[config.mk]
export PLATFORM = sky130hd
export DESIGN_NAME = csm_ctrl
export DESIGN_NICKNAME = d
export VERILOG_FILES = /design/src/rtl/csm_pkg.sv /design/src/rtl/csm_ctrl.sv
export SDC_FILE = /design/constraint.sdc
export NUM_CORES = 1
export LEC_CHECK = 0
export BUFFER_PORTS_ARGS = -buffer_cell sky130_fd_sc_hd__buf_2
export CAP_MARGIN = 20
export CORE_ASPECT_RATIO = 0.8
export CORE_MARGIN = 2
export CORE_UTILIZATION = 50
export CTS_CLUSTER_SIZE = 14
export DETAILED_ROUTE_END_ITERATION = 8
export PLACE_DENSITY_LB_ADDON = 0.15
export SYNTH_ARGS = -nofsm -noshare
export SYNTH_HDL_FRONTEND = slang
export SYNTH_SLANG_ARGS = --single-unit
[constraint.sdc]
create_clock -name clk -period 2.2 [get_ports clk]
set_clock_uncertainty 0.05 [all_clocks]
set_input_delay 0.22 -clock clk [delete_from_list [all_inputs] [get_ports clk]]
set_output_delay 0.22 -clock clk [all_outputs]
set_load 0.02 [all_outputs]
[src/rtl/csm_pkg.sv]
`timescale 1ns / 1ps
// Shared types, codes and helper functions for the cycle sync monitor.
// No dependencies; every other file imports this package.
package csm_pkg;

	localparam int IN_DATA_W  = 128;
	localparam int OUT_DATA_W = 344;
	localparam int ADDR_W     = 5;
	localparam int DIV_STEPS  = 64;

	localparam logic [3:0] ID_FORMAT = 4'd1;

	localparam logic [1:0] KIND_START = 2'd0;
	localparam logic [1:0] KIND_MAINS = 2'd1;
	localparam logic [1:0] KIND_CLEAR = 2'd2;

	localparam logic [2:0] REG_GROUP      = 3'd0;
	localparam logic [2:0] REG_LEN_MIN    = 3'd1;
	localparam logic [2:0] REG_LEN_MAX    = 3'd2;
	localparam logic [2:0] REG_START_DIFF = 3'd3;
	localparam logic [2:0] REG_OFFSET_LIM = 3'd4;
	localparam logic [2:0] REG_MAINS_DIFF = 3'd5;
	localparam logic [2:0] REG_POST_TRIG  = 3'd6;
	localparam logic [2:0] REG_WARMUP     = 3'd7;

	localparam int FLAG_START_LEN  = 0;
	localparam int FLAG_START_DIFF = 1;
	localparam int FLAG_OFFSET     = 2;
	localparam int FLAG_MISSING    = 3;
	localparam int FLAG_MAINS_LEN  = 4;
	localparam int FLAG_MAINS_DIFF = 5;

	typedef struct packed {
		logic [11:0] group;
		logic [30:0] len_min;
		logic [30:0] len_max;
		logic [30:0] start_diff;
		logic [30:0] offset_lim;
		logic [30:0] mains_diff;
		logic [29:0] post_trig;
		logic [7:0]  warmup;
	} csm_cfg_t;

	typedef struct packed {
		logic eval;
		logic mdiv_go;
		logic mean_first;
		logic mean_upd;
		logic mul_clr;
		logic mul_step;
		logic sq_add;
		logic vdiv_go;
		logic sqrt_go;
		logic sdev_load;
		logic sdev_zero;
		logic out_load;
	} csm_cmd_t;

	typedef struct packed {
		logic stats_run;
		logic stats_first;
		logic do_mul;
		logic sdev_run;
		logic div_done;
		logic mul_last;
		logic sqrt_done;
	} csm_sts_t;

	// first field in the highest bits
	typedef struct packed {
		logic [39:0]        sdev;
		logic signed [39:0] mean;
		logic signed [31:0] off_max;
		logic signed [31:0] off_min;
		logic [31:0]        match_count;
		logic [31:0]        mains_count;
		logic [31:0]        start_count;
		logic signed [31:0] last_offset;
		logic signed [31:0] mains_len;
		logic signed [31:0] start_len;
		logic [5:0]         flags;
		logic               accepted;
	} csm_result_t;

	function automatic logic csm_out_range(logic signed [31:0] v, logic [30:0] lo,
			logic [30:0] hi);
		return (v < $signed({1'b0, lo})) || (v > $signed({1'b0, hi}));
	endfunction

	function automatic logic csm_over(logic signed [31:0] v, logic [30:0] lim);
		logic signed [32:0] vv;
		logic signed [32:0] l;
		vv = 33'(v);
		l  = $signed({2'b00, lim});
		return (vv < -l) || (vv > l);
	endfunction

endpackage

[src/rtl/csm_ctrl.sv]
`timescale 1ns / 1ps
// Sequencer for one event: evaluate, update the statistics, compute the deviation.
// Uses csm_pkg.
module csm_ctrl (
	input  logic              clk,
	input  logic              arst_n,
	input  logic              in_valid,
	input  logic              out_free,
	input  csm_pkg::csm_sts_t sts,
	output logic              in_ready,
	output csm_pkg::csm_cmd_t cmd
);
	import csm_pkg::*;

	typedef enum logic [10:0] {
		ST_IDLE  = 11'b000_0000_0001,
		ST_BR    = 11'b000_0000_0010,
		ST_MWAIT = 11'b000_0000_0100,
		ST_MEAN  = 11'b000_0000_1000,
		ST_CHK   = 11'b000_0001_0000,
		ST_MUL   = 11'b000_0010_0000,
		ST_SQADD = 11'b000_0100_0000,
		ST_SDEV  = 11'b000_1000_0000,
		ST_VWAIT = 11'b001_0000_0000,
		ST_RWAIT = 11'b010_0000_0000,
		ST_DONE  = 11'b100_0000_0000
	} csm_state_t;

	csm_state_t state_q, state_d;

	always_comb begin
		state_d = state_q;
		cmd     = '0;
		case (state_q)
			ST_IDLE: begin
				if (in_valid) begin
					cmd.eval = 1'b1;
					state_d  = ST_BR;
				end
			end
			ST_BR: begin
				if (!sts.stats_run) begin
					state_d = ST_SDEV;
				end else if (sts.stats_first) begin
					cmd.mean_first = 1'b1;
					state_d        = ST_SDEV;
				end else begin
					cmd.mdiv_go = 1'b1;
					state_d     = ST_MWAIT;
				end
			end
			ST_MWAIT: begin
				if (sts.div_done) state_d = ST_MEAN;
			end
			ST_MEAN: begin
				cmd.mean_upd = 1'b1;
				state_d      = ST_CHK;
			end
			ST_CHK: begin
				cmd.mul_clr = 1'b1;
				state_d     = sts.do_mul ? ST_MUL : ST_SDEV;
			end
			ST_MUL: begin
				cmd.mul_step = 1'b1;
				if (sts.mul_last) state_d = ST_SQADD;
			end
			ST_SQADD: begin
				cmd.sq_add = 1'b1;
				state_d    = ST_SDEV;
			end
			ST_SDEV: begin
				if (sts.sdev_run) begin
					cmd.vdiv_go = 1'b1;
					state_d     = ST_VWAIT;
				end else begin
					cmd.sdev_zero = 1'b1;
					state_d       = ST_DONE;
				end
			end
			ST_VWAIT: begin
				if (sts.div_done) begin
					cmd.sqrt_go = 1'b1;
					state_d     = ST_RWAIT;
				end
			end
			ST_RWAIT: begin
				if (sts.sqrt_done) begin
					cmd.sdev_load = 1'b1;
					state_d       = ST_DONE;
				end
			end
			ST_DONE: begin
				if (out_free) begin
					cmd.out_load = 1'b1;
					state_d      = ST_IDLE;
				end
			end
			default: state_d = ST_IDLE;
		endcase
	end

	always_ff @(posedge clk or negedge arst_n) begin
		if (!arst_n) state_q <= ST_IDLE;
		else state_q <= state_d;
	end

	assign in_ready = state_q == ST_IDLE;
endmodule
-- Word-level counts from Yosys, hierarchy flattened
Cells that the tools add are included.
- register bits: 11
- logic and storage cells: 50
- equality and inequality tests: 17
- multiplexer cells: 31
- reduce and logical (&&, ||, !) cells: 1
- operator list (kind ; count):
    11-bit case mux with 11 select lines ; 1
    11-bit two-way mux ; 8
    1-bit two-way mux ; 18
    8-bit two-way mux ; 2
    2-bit != test, second input constant ; 6
    11-bit by 1-bit equality test with 1-bit output, second input constant ; 1
    11-bit by 10-bit equality test with 1-bit output, second input constant ; 1
    11-bit equality test, second input constant ; 1
    11-bit by 2-bit equality test with 1-bit output, second input constant ; 1
    11-bit by 3-bit equality test with 1-bit output, second input constant ; 1
    11-bit by 4-bit equality test with 1-bit output, second input constant ; 1
    11-bit by 5-bit equality test with 1-bit output, second input constant ; 1
    11-bit by 6-bit equality test with 1-bit output, second input constant ; 1
    11-bit by 7-bit equality test with 1-bit output, second input constant ; 1
    11-bit by 8-bit equality test with 1-bit output, second input constant ; 1
    11-bit by 9-bit equality test with 1-bit output, second input constant ; 1
    6-bit AND reduction ; 1
    2-bit two-way mux ; 2

-- Logic depth before layout (Yosys ltp)
Gate-level depths: netlist of run 1.
- depth in word-level cells: 3
- gate-level depth with buffers: 6

-- Worst setup path before layout of run 1
No wires, ideal clock.
- path type: register to output
- from: register state_q[7]
- to: output cmd[8] (netlist bit)
- data arrival time: 1779 ps
- setup slack: 151 ps
- cell stages (with the launch flop): 4
- path buffers: 0
- path through: dfrtp_1 > nor4_4 > nand2_1 > nor4b_1
- RTL lines (element ; RTL line ; RTL):
    start, declared ; csm_ctrl.sv:29 ; csm_state_t state_q, state_d;
    start signal, assigned ; csm_ctrl.sv:104 ; else state_q <= state_d;
    end, declared ; csm_ctrl.sv:11 ; output csm_pkg::csm_cmd_t cmd

==> results.yml, run 1 <==
place:
  placed_area_um2: 952
  port-buffer-count: 23
  place_inst: 135
  dp_hpwl_mm: 1.53
  gp_congestion: 0.820
worst_setup_path:
  reg2reg_slack_ns: 0.37
  r2r-end: "state_q[0]$_DFFE_PN1P_"
  crit_chain: "nor4_4, nand3_2, or3b_4, inv_2, and2_4, buf_6"
  crit_path_end_kind: "output pin"
  cp_data_required_time_ns: 1.93
  r2r_start: "state_q[9]$_DFFE_PN0P_"
  cp_slowest_cell: "dfrtp_2"
  crit_path_max_fanout: 7
  path_class: "reg -> out"
  reg2reg_depth: 6
  cp-start-kind: "register"
  arrival_ns: 1.92
  slowest_delay_ns: 0.48
clocking:
  clk_latency_ns: 0.28
  clock-root-buffer: "clkbuf_4"
  clock_path_buffers: 2
  cts.sinks: 11
  cts_tree: "built"
  htree_levels: 1
  path_clk_slew_ns: 0.08
  cts_made_buffers: 3
finish:
  final_cell_area_um2: 1100
  nets: 137
  largest_reg_flops: 11
  reg_top3: "state_q x11"
  regMostFlops: "state_q"
  layoutNonFillerInstCount: 147
  fillers: 134
  areaGrowthSynthToFinish_pct: 30.4
  drive_above_1_share_pct: 46.4
  insertedDiodeCount: 0
synth:
  synth-async-reset-ratio_pct: 100
  postSynthNetCount: 105
  yosysMostFrequentCell: "dfrtp_1"
  synth_flop_cell: "dfrtp_1"
  synth-seq-area-share_pct: 32.8
  ys_types: 39
  syn_area_um2: 843
  synth.area.top_cells: "dfrtp_1 (30%), nand4_1 (5.2%), nor4_4 (5.0%)"
  synth_top_cell_by_area: "dfrtp_1"
  yosysWarnings: 0
  netlist_instances: 94
  synthTopCellsByCount: "dfrtp_1 (10), nor2_1 (9), nand4_1 (7)"
  synth_edf_count: 0
  syn_area_per_cell_um2: 8.97
  ys_ff_latch: 11
  synth_top_area_share_pct: 29.7
status:
  status: "finished clean"
drt:
  num_vias: 867
  drtPass1Iterations: 4
  drtAntennaViolNets: 0
  wl_per_cell_um: 15.2
  totalWireLength_mm: 2.24
  via_per_inst: 5.90
  drc: 0
  drt_iter0_drc: 24
die:
  die_h_um: 40.7
  num_rows: 13
  die_x_um: 49.9
  core-area_um2: 1610
  dieArea_um2: 2030
  start_util_pct: 52.4
  io_pins: 24
sta:
  hold_viol_final: 0
  slew_viol_final: 0
  fin_crit_sh_pct: 99.3
  finalSetupViolCount: 0
  max-slew-margin-rel_pct: 71.6
  min_period_ns: 2.19
  tightest_slew_ns: 0.426
  fmax_mhz: 458
  finalSetupTns_ns: 0
  rsz0062_at_grt: "true"
power:
  peakVddDrop_mv: 0.633
  swShare_pct: 43.4
  seqPwrFrac_pct: 30.6
  p_per_area_nw_per_um2: 905
  internal-power_mw: 0.564
  p_switching_mw: 0.432
  clockPowerShare_pct: 14.6
  combPwrFrac_pct: 54.8
  leakagePower_nw: 0.553
worst_hold_path:
  hold_depth: 2
  hold_path_class: "in -> reg"
  min_from: "in_valid"
  hold_end: "state_q[0]$_DFFE_PN1P_"
global_route:
  gr-total-overflow: 0
  grt_pass1_vias: 711
  grt_pass1_wl_mm: 3.33
  grt_max_degree: 12
  grtUsageTotal_pct: 22.9
  antenna_found_initial: 0
run:
  cap_violations: 0
==> placed cells by master (no fill, tap or decap), types with 2 or more instances in the layout <==
| cell | n |
|---|---|
| nand3_1 | 2 |
| dfrtp_1 | 5 |
| nor4_4 | 3 |
| buf_2 | 20 |
| o21ai_0 | 2 |
| nor4_1 | 3 |
| xor2_1 | 3 |
| nand4_1 | 7 |
| nor3_1 | 2 |
| nor4b_1 | 2 |
| nor2_1 | 8 |
| dfrtp_2 | 5 |
| nand2_1 | 5 |
| and2_1 | 2 |
| nor3b_1 | 4 |
| clkbuf_4 | 3 |
| nor4_2 | 2 |
| nor2b_1 | 2 |
| a21o_1 | 2 |
| buf_4 | 10 |
| inv_1 | 6 |
==> how the worst max path moves through the flow <==
stage / start / to / slack, ns
finish: state_q[9]$_DFFE_PN0P_ / cmd[11] / 0.01
global route: state_q[6]$_DFFE_PN0P_ / cmd[11] / -0.07
CTS: state_q[10]$_DFFE_PN0P_ / cmd[11] / -0.007
detailed placement: state_q[8]$_DFFE_PN0P_ / cmd[11] / 0.22
global placement: state_q[8]$_DFFE_PN0P_ / cmd[11] / 0.24
floorplan: state_q[7]$_DFFE_PN0P_ / cmd[8] / 0.15
==> what timing repair did <==
action / CTS / global route
pin swaps: 2 / 4
hold buffers: 1 / 0
endpoints found under the hold margin: 10 / 0
resized for setup: 5 / 13
setup buffers: 5 / 2
endpoints found under the setup margin: 3 / 9
==> final cells by class <==
cell class / count / area [µm²] / share of cell area, %
clock buffers: 4 / 26.3 / 2.39
flip-flops and latches: 11 / 283 / 25.7
multi-input cells: 71 / 541 / 49.1
well taps: 22 / 27.5 / 2.50
inverters: 7 / 26.3 / 2.39
repair buffers: 32 / 196 / 17.9
==> through the flow <==
| step | utilization (%) | power, mW | hold WS (ns) | setup WS, ns |
|---|---|---|---|---|
| after global routing | 68.3 | 1.06 | 0.0987 | -0.0664 |
| after CTS | 64.5 | 0.928 | 0.0879 | -0.00663 |
| after global placement | 59.1 | 0.734 | 0.0545 | 0.241 |
| after floorplan | - | 0.631 | -0.126 | 0.151 |
| after detailed placement | 59.1 | 0.747 | 0.0594 | 0.219 |
| final | 68.3 | 0.996 | 0.101 | 0.0145 |
==> worst max-delay path, delay by kind of cell, from the launching register on <==
family,cells,cell delay [ns]
buffers and inverters,2,0.17
flip-flops,1,0.48
AND/OR/NAND/NOR,4,0.98
==> per-layer routing <==
layer,routed length [µm],track usage (%)
met5,0,0
met2,988,37.7
met4,8,4.86
met1,1060,29.8
met3,176,8.03
==> power groups by stage <==
stage / registers, mW / logic [mW] / clock network, mW
final: 0.305 / 0.546 / 0.145
after global routing: 0.310 / 0.590 / 0.160
after CTS: 0.300 / 0.481 / 0.147
after detailed placement: 0.302 / 0.445 / 0
after global placement: 0.299 / 0.436 / 0
after floorplan: 0.278 / 0.353 / 0
==> logic make-up (layout without fill, tap and decap cells) <==
logic type | Yosys count | count (layout) | synth area share, %
AOI/OAI and AO/OA | 14 | 14 | 12.3
xor gates and xnor gates | 4 | 4 | 4.16
and+or+nand+nor | 53 | 53 | 42.7
DFF | 11 | 11 | 32.8
buffers and inverters | 12 | 43 | 8.01
Power figures use the tool's default switching activity.
==> run 2, diff against run 1 <==
- ABC_AREA: unset -> 1
- CORE_UTILIZATION: 50 -> 49
- SLEW_MARGIN: unset -> 20
==> run 2 against run 1 <==
  * Synthesized area decreased by 4.5%
  * Largest cell class unchanged
  * Via count decreased by 10%
  * Maximum frequency increased by 20%
  * Design area decreased by 10%
==> results.yml, run 2 <==
worst_setup_path:
  crit_family: "simple AND/OR/NAND/NOR gates"
  cp_data_required_time_ns: 1.93
  arrival_ns: 1.55
  slowest_delay_ns: 0.39
  r2r-end: "state_q[3]$_DFFE_PN0P_"
  crit_path_max_fanout: 5
  reg2reg_slack_ns: 0.66
  crit_chain: "nor2_1, nand2_2, nor2_4, nand2_2, nor3_2, buf_2"
  path_buf_inv: 1
  r2r_start: "state_q[0]$_DFFE_PN1P_"
  crit_path_end_kind: "output pin"
  reg2reg_depth: 10
  cp_slowest_cell: "dfrtp_1"
  cp-start-kind: "register"
  path_class: "reg -> out"
  path_common_cell: "nand2_2"
  cp_num_cells: 6
power:
  fin_total_pwr_mw: 0.820
  p_per_area_nw_per_um2: 833
  peakVddDrop_mv: 0.534
  leakagePower_nw: 0.630
sta:
  fin_hold_ws_ns: 0.118
  tightest_slew_ns: 0.250
  min_period_ns: 1.82
  max-slew-margin-rel_pct: 83.3
  rsz0062_at_grt: "false"
  fmax_mhz: 549
  finalSetupTns_ns: 0
  slew_viol_final: 0
  setup_ws_ns: 0.378
  hold_viol_final: 0
  fin_crit_sh_pct: 82.8
  finalSetupViolCount: 0
die:
  io_pins: 24
  dieArea_um2: 1990
  start_util_pct: 51.1
  die_h_um: 40.3
  num_rows: 13
  core-area_um2: 1580
  die_x_um: 49.3
global_route:
  gr-total-overflow: 0
  grtUsageTotal_pct: 20.2
  grt_max_degree: 12
  grt_pass1_vias: 675
  grt_pass1_wl_mm: 2.84
  antenna_found_initial: 0
worst_hold_path:
  min_from: "sts[4]"
  hold_depth: 3
  hold_path_class: "in -> reg"
  hold_end: "state_q[5]$_DFFE_PN0P_"
clocking:
  cts_made_buffers: 3
  cts.sinks: 11
  clock_path_buffers: 2
  clk_latency_ns: 0.27
  path_clk_slew_ns: 0.07
  cts_tree: "built"
  clock-root-buffer: "clkbuf_4"
  htree_levels: 1
  post_cts_buffers: 0
place:
  place_inst: 169
  pre_cts_slack_ns: 0.659
  port-buffer-count: 23
  gp_congestion: 0.887
  dp_hpwl_mm: 1.47
finish:
  final_common_cell: "nand2_1"
  nets: 164
  insertedDiodeCount: 0
  mostFrequentLayoutCells: "nand2_1 (30), inv_1 (27), nor2_1 (25)"
  layoutNonFillerInstCount: 174
  largest_reg_flops: 11
  regMostFlops: "state_q"
  reg_top3: "state_q x11"
  drive_above_1_share_pct: 30.9
  areaGrowthSynthToFinish_pct: 22.2
drt:
  drtPass1Iterations: 4
  drc: 0
  wl_per_cell_um: 9.82
  via_per_inst: 4.46
  num_vias: 776
  totalWireLength_mm: 1.71
  drtAntennaViolNets: 0
  drt_iter0_drc: 18
synth:
  postSynthNetCount: 135
  syn_area_um2: 806
  synthTopCellsByCount: "nand2_1 (30), inv_1 (27), nor2_1 (25)"
  synth_top_area_share_pct: 31.1
  synth-seq-area-share_pct: 34.3
  synth_flop_cell: "dfrtp_1"
  synth-async-reset-ratio_pct: 100
  ys_ff_latch: 11
  syn_area_per_cell_um2: 6.50
  synth_top_cell_by_area: "dfrtp_1"
  synth.area.top_cells: "dfrtp_1 (31%), nand2_1 (14%), inv_1 (13%)"
  yosysMostFrequentCell: "nand2_1"
  synth_edf_count: 0
  netlist_instances: 124
  ys_types: 16
  yosysWarnings: 0
status:
  status: "finished clean"
run:
  cap_violations: 0
==> run 2: repair_timing <==
action / in CTS / in global routing
endpoints found under the hold margin: 10 / 0
hold buffers: 1 / 0
gates resized for setup: 0 / 0
==> run 2: metal layers <==
metal / part of all wire, % / GRT usage [%] / vias up
li1: - / - / 418
met1: 47 / 24.4 / 341
met2: 47 / 34.1 / 12
met3: 3.9 / 6.72 / 5
met4: 1.6 / 8.57 / 0
met5: 0 / 0 / -
==> run 2: kinds of logic after synthesis <==
group / Yosys count / share of synthesized area (%)
AO/OA/AOI/OAI: 5 / 4.19
AND/OR/NAND/NOR: 81 / 48.9
buffers and inverters: 27 / 12.6
flip-flops: 11 / 34.3
==> run 2: how the worst max path moves through the flow <==
stage / startpoint / end / slack [ns]
finish: state_q[5]$_DFFE_PN0P_ / cmd[10] / 0.38
global route: state_q[9]$_DFFE_PN0P_ / cmd[10] / 0.24
CTS: state_q[5]$_DFFE_PN0P_ / cmd[10] / 0.35
detailed placement: state_q[5]$_DFFE_PN0P_ / cmd[10] / 0.66
global placement: state_q[5]$_DFFE_PN0P_ / cmd[10] / 0.65
floorplan: state_q[0]$_DFFE_PN1P_ / cmd[11] / 0.74
==> run 2: worst min-delay path: cells and delay by family <==
family / cells / cell delay, ns
and+or+nand+nor: 2 / 0.10
buffers and inverters: 1 / 0.09
==> run 2: metrics by stage <==
stage	instance area [µm²]	utilization, %
after floorplan	806	-
after global placement	948	60.1
after detailed placement	948	60.1
after CTS	985	62.4
after global routing	985	62.4
final	985	62.4
==> run 2: area by class of cell <==
cell class / instances / area, µm²
repair buffers: 24 / 125
fillers: 163 / 593
multi-input cells: 86 / 428
flip-flops and latches: 11 / 277
inverters: 27 / 101
clock buffers: 4 / 26.3
well taps: 22 / 27.5
==> run 2: where the power goes <==
| part | internal [mW] | switching, mW | leakage, nW | total [mW] |
|---|---|---|---|---|
| Combinational | 0.141 | 0.283 | 0.466 | 0.424 |
| Sequential | 0.236 | 0.0203 | 0.149 | 0.257 |
| Clock | 0.0704 | 0.0692 | 0.0150 | 0.140 |
==> run 3, diff against run 2 <==
- CORE_UTILIZATION: 49 -> 45
- clock period: 2.2 -> 1.6 ns (I/O delays scaled with it)
==> run 3 against run 2 <==
  * Flip-flop and latch count did not move
  * Total power rose by 88%
  * Largest power group unchanged
  * Critical endpoint unchanged
  * Via count rose by 32%
  * Clock power rose by 41%
  * Die area rose by 8.1%
  * Critical path depth did not move
  * Design area rose by 34%
  * The flow now finishes with violations (setup timing)
  * First-iteration DRC count rose to 2.5 times the previous value
  * Routed wire length rose by 67%
  * Core utilization rose by 17 points
==> results.yml, run 3 (same netlist as run 2, synthesis figures left out) <==
finish:
  nets: 189
  insertedDiodeCount: 0
  largest_reg_flops: 11
  areaGrowthSynthToFinish_pct: 63.5
  layoutNonFillerInstCount: 199
  reg_top3: "state_q x11"
  regMostFlops: "state_q"
  fillers: 109
  final_common_cell: "buf_4"
  drive_above_1_share_pct: 53.7
  mostFrequentLayoutCells: "buf_4 (29), inv_1 (22), nand2_1 (22)"
  final_core_util_pct: 79.4
sta:
  fin_hold_ws_ns: 0.0763
  finalSetupTns_ns: -1.97
  fmax_mhz: 566
  min_period_ns: 1.77
  fin_crit_sh_pct: 110
  slew_viol_final: 0
  finalSetupViolCount: 19
  setup_ws_ns: -0.168
  tightest_slew_ns: 0.263
  hold_viol_final: 0
  max-slew-margin-rel_pct: 82.5
  rsz0062_at_grt: "true"
clocking:
  cts_made_buffers: 3
  cts_tree: "built"
  clock_path_buffers: 2
  clk_latency_ns: 0.28
  cts.sinks: 11
  path_clk_slew_ns: 0.08
  htree_levels: 1
  clock-root-buffer: "clkbuf_4"
global_route:
  gr-total-overflow: 0
  grt_pass1_wl_mm: 3.88
  antenna_found_initial: 0
  grt_max_degree: 12
  grtUsageTotal_pct: 24.4
  grt_pass1_vias: 902
worst_setup_path:
  crit_path_max_fanout: 5
  crit_path_end: "cmd[10]"
  path_class: "reg -> out"
  cp_data_required_time_ns: 1.39
  cp-start-kind: "register"
  reg2reg_depth: 12
  reg2reg_slack_ns: -0.16
  r2r_start: "state_q[2]$_DFFE_PN0P_"
  crit_path_end_kind: "output pin"
  startpoint: "state_q[9]$_DFFE_PN0P_"
  r2r-end: "state_q[0]$_DFFE_PN1P_"
  arrival_ns: 1.56
power:
  internal-power_mw: 0.843
  p_per_area_nw_per_um2: 1170
  seqPwrFrac_pct: 23.1
  clockPowerShare_pct: 12.8
  combPwrFrac_pct: 64.0
  p_switching_mw: 0.702
  swShare_pct: 45.4
  leakagePower_nw: 0.769
  peakVddDrop_mv: 0.965
die:
  dieArea_um2: 2150
  start_util_pct: 48.6
  die_x_um: 51.3
  io_pins: 24
  die_h_um: 41.9
  core-area_um2: 1660
  num_rows: 13
drt:
  totalWireLength_mm: 2.85
  num_vias: 1025
  via_per_inst: 5.15
  drtAntennaViolNets: 0
  drc: 0
  drt_iter0_drc: 45
  wl_per_cell_um: 14.3
  drtPass1Iterations: 4
worst_hold_path:
  hold_depth: 3
  hold_path_class: "in -> reg"
place:
  gp_congestion: 0.930
  place_inst: 169
  dp_hpwl_mm: 1.54
  port-buffer-count: 23
status:
  status: "complete, but fails checks"
  violations: "setup timing"
run:
  cap_violations: 0
## run 3: changes by cell type in the layout (fill, tap and decap cells not counted), sizes merged
cell / previous run / this run
buf: 23 / 48
## run 3: final cells by class
cell class	count	area [µm²]	area share (%)
clock buffer	4	26.3	1.99
inverter	27	101	7.69
multi-input combinational	86	507	38.5
sequential	11	277	21.0
tap	22	27.5	2.09
timing repair buffer	49	379	28.8
## run 3: per-stage QoR
step | power (mW) | area (µm²) | setup slack [ns]
5_1_grt | 1.62 | 1320 | -0.249
6_report | 1.54 | 1320 | -0.168
2_1_floorplan | 0.815 | 806 | 0.142
3_5_place_dp | 0.945 | 948 | 0.0920
4_1_cts | 1.43 | 1200 | -0.101
3_3_place_gp | 0.932 | 948 | 0.112
## run 3: worst max-delay path: stages (launching register included)
cell and delay (ns):
dfrtp_1 0.42, nor2_2 0.14, nand2_2 0.10, nor2_4 0.21
nand2_4 0.09, nor3_4 0.17, buf_6 0.15
## run 3: timing repair
action | in CTS | in global routing
setup buffers | 17 | 8
gates resized for setup | 29 | 22
setup endpoints to repair | 13 | 19
hold buffers | 1 | 0
pin swaps | 7 | 8
hold endpoints to repair | 11 | 0
## run 3: layer usage
| metal | GRT usage, % | wire length, µm | up-vias |
|---|---|---|---|
| li1 | - | - | 474 |
| met4 | 8.42 | 119 | 0 |
| met3 | 5.76 | 185 | 20 |
| met5 | 0 | 0 | - |
| met2 | 42.9 | 1430 | 52 |
| met1 | 29.0 | 1120 | 479 |
## run 3: power by group through the flow
stage | logic, mW | registers [mW] | clock network [mW]
after global routing | 1.04 | 0.361 | 0.210
after detailed placement | 0.584 | 0.360 | 0
after global placement | 0.573 | 0.359 | 0
after floorplan | 0.462 | 0.353 | 0
after CTS | 0.882 | 0.351 | 0.195
final | 0.989 | 0.357 | 0.198
## run 3: worst min-delay path by stage
stage / startpoint / endpoint / slack, ns
6_report: in_valid / state_q[1]$_DFFE_PN0P_ / 0.08
5_1_grt: sts[4] / state_q[5]$_DFFE_PN0P_ / 0.09
4_1_cts: sts[4] / state_q[5]$_DFFE_PN0P_ / 0.05
3_5_place_dp: arst_n / state_q[2]$_DFFE_PN0P_ / -0.007
3_3_place_gp: arst_n / state_q[2]$_DFFE_PN0P_ / -0.008
2_1_floorplan: arst_n / state_q[10]$_DFFE_PN0P_ / -0.19
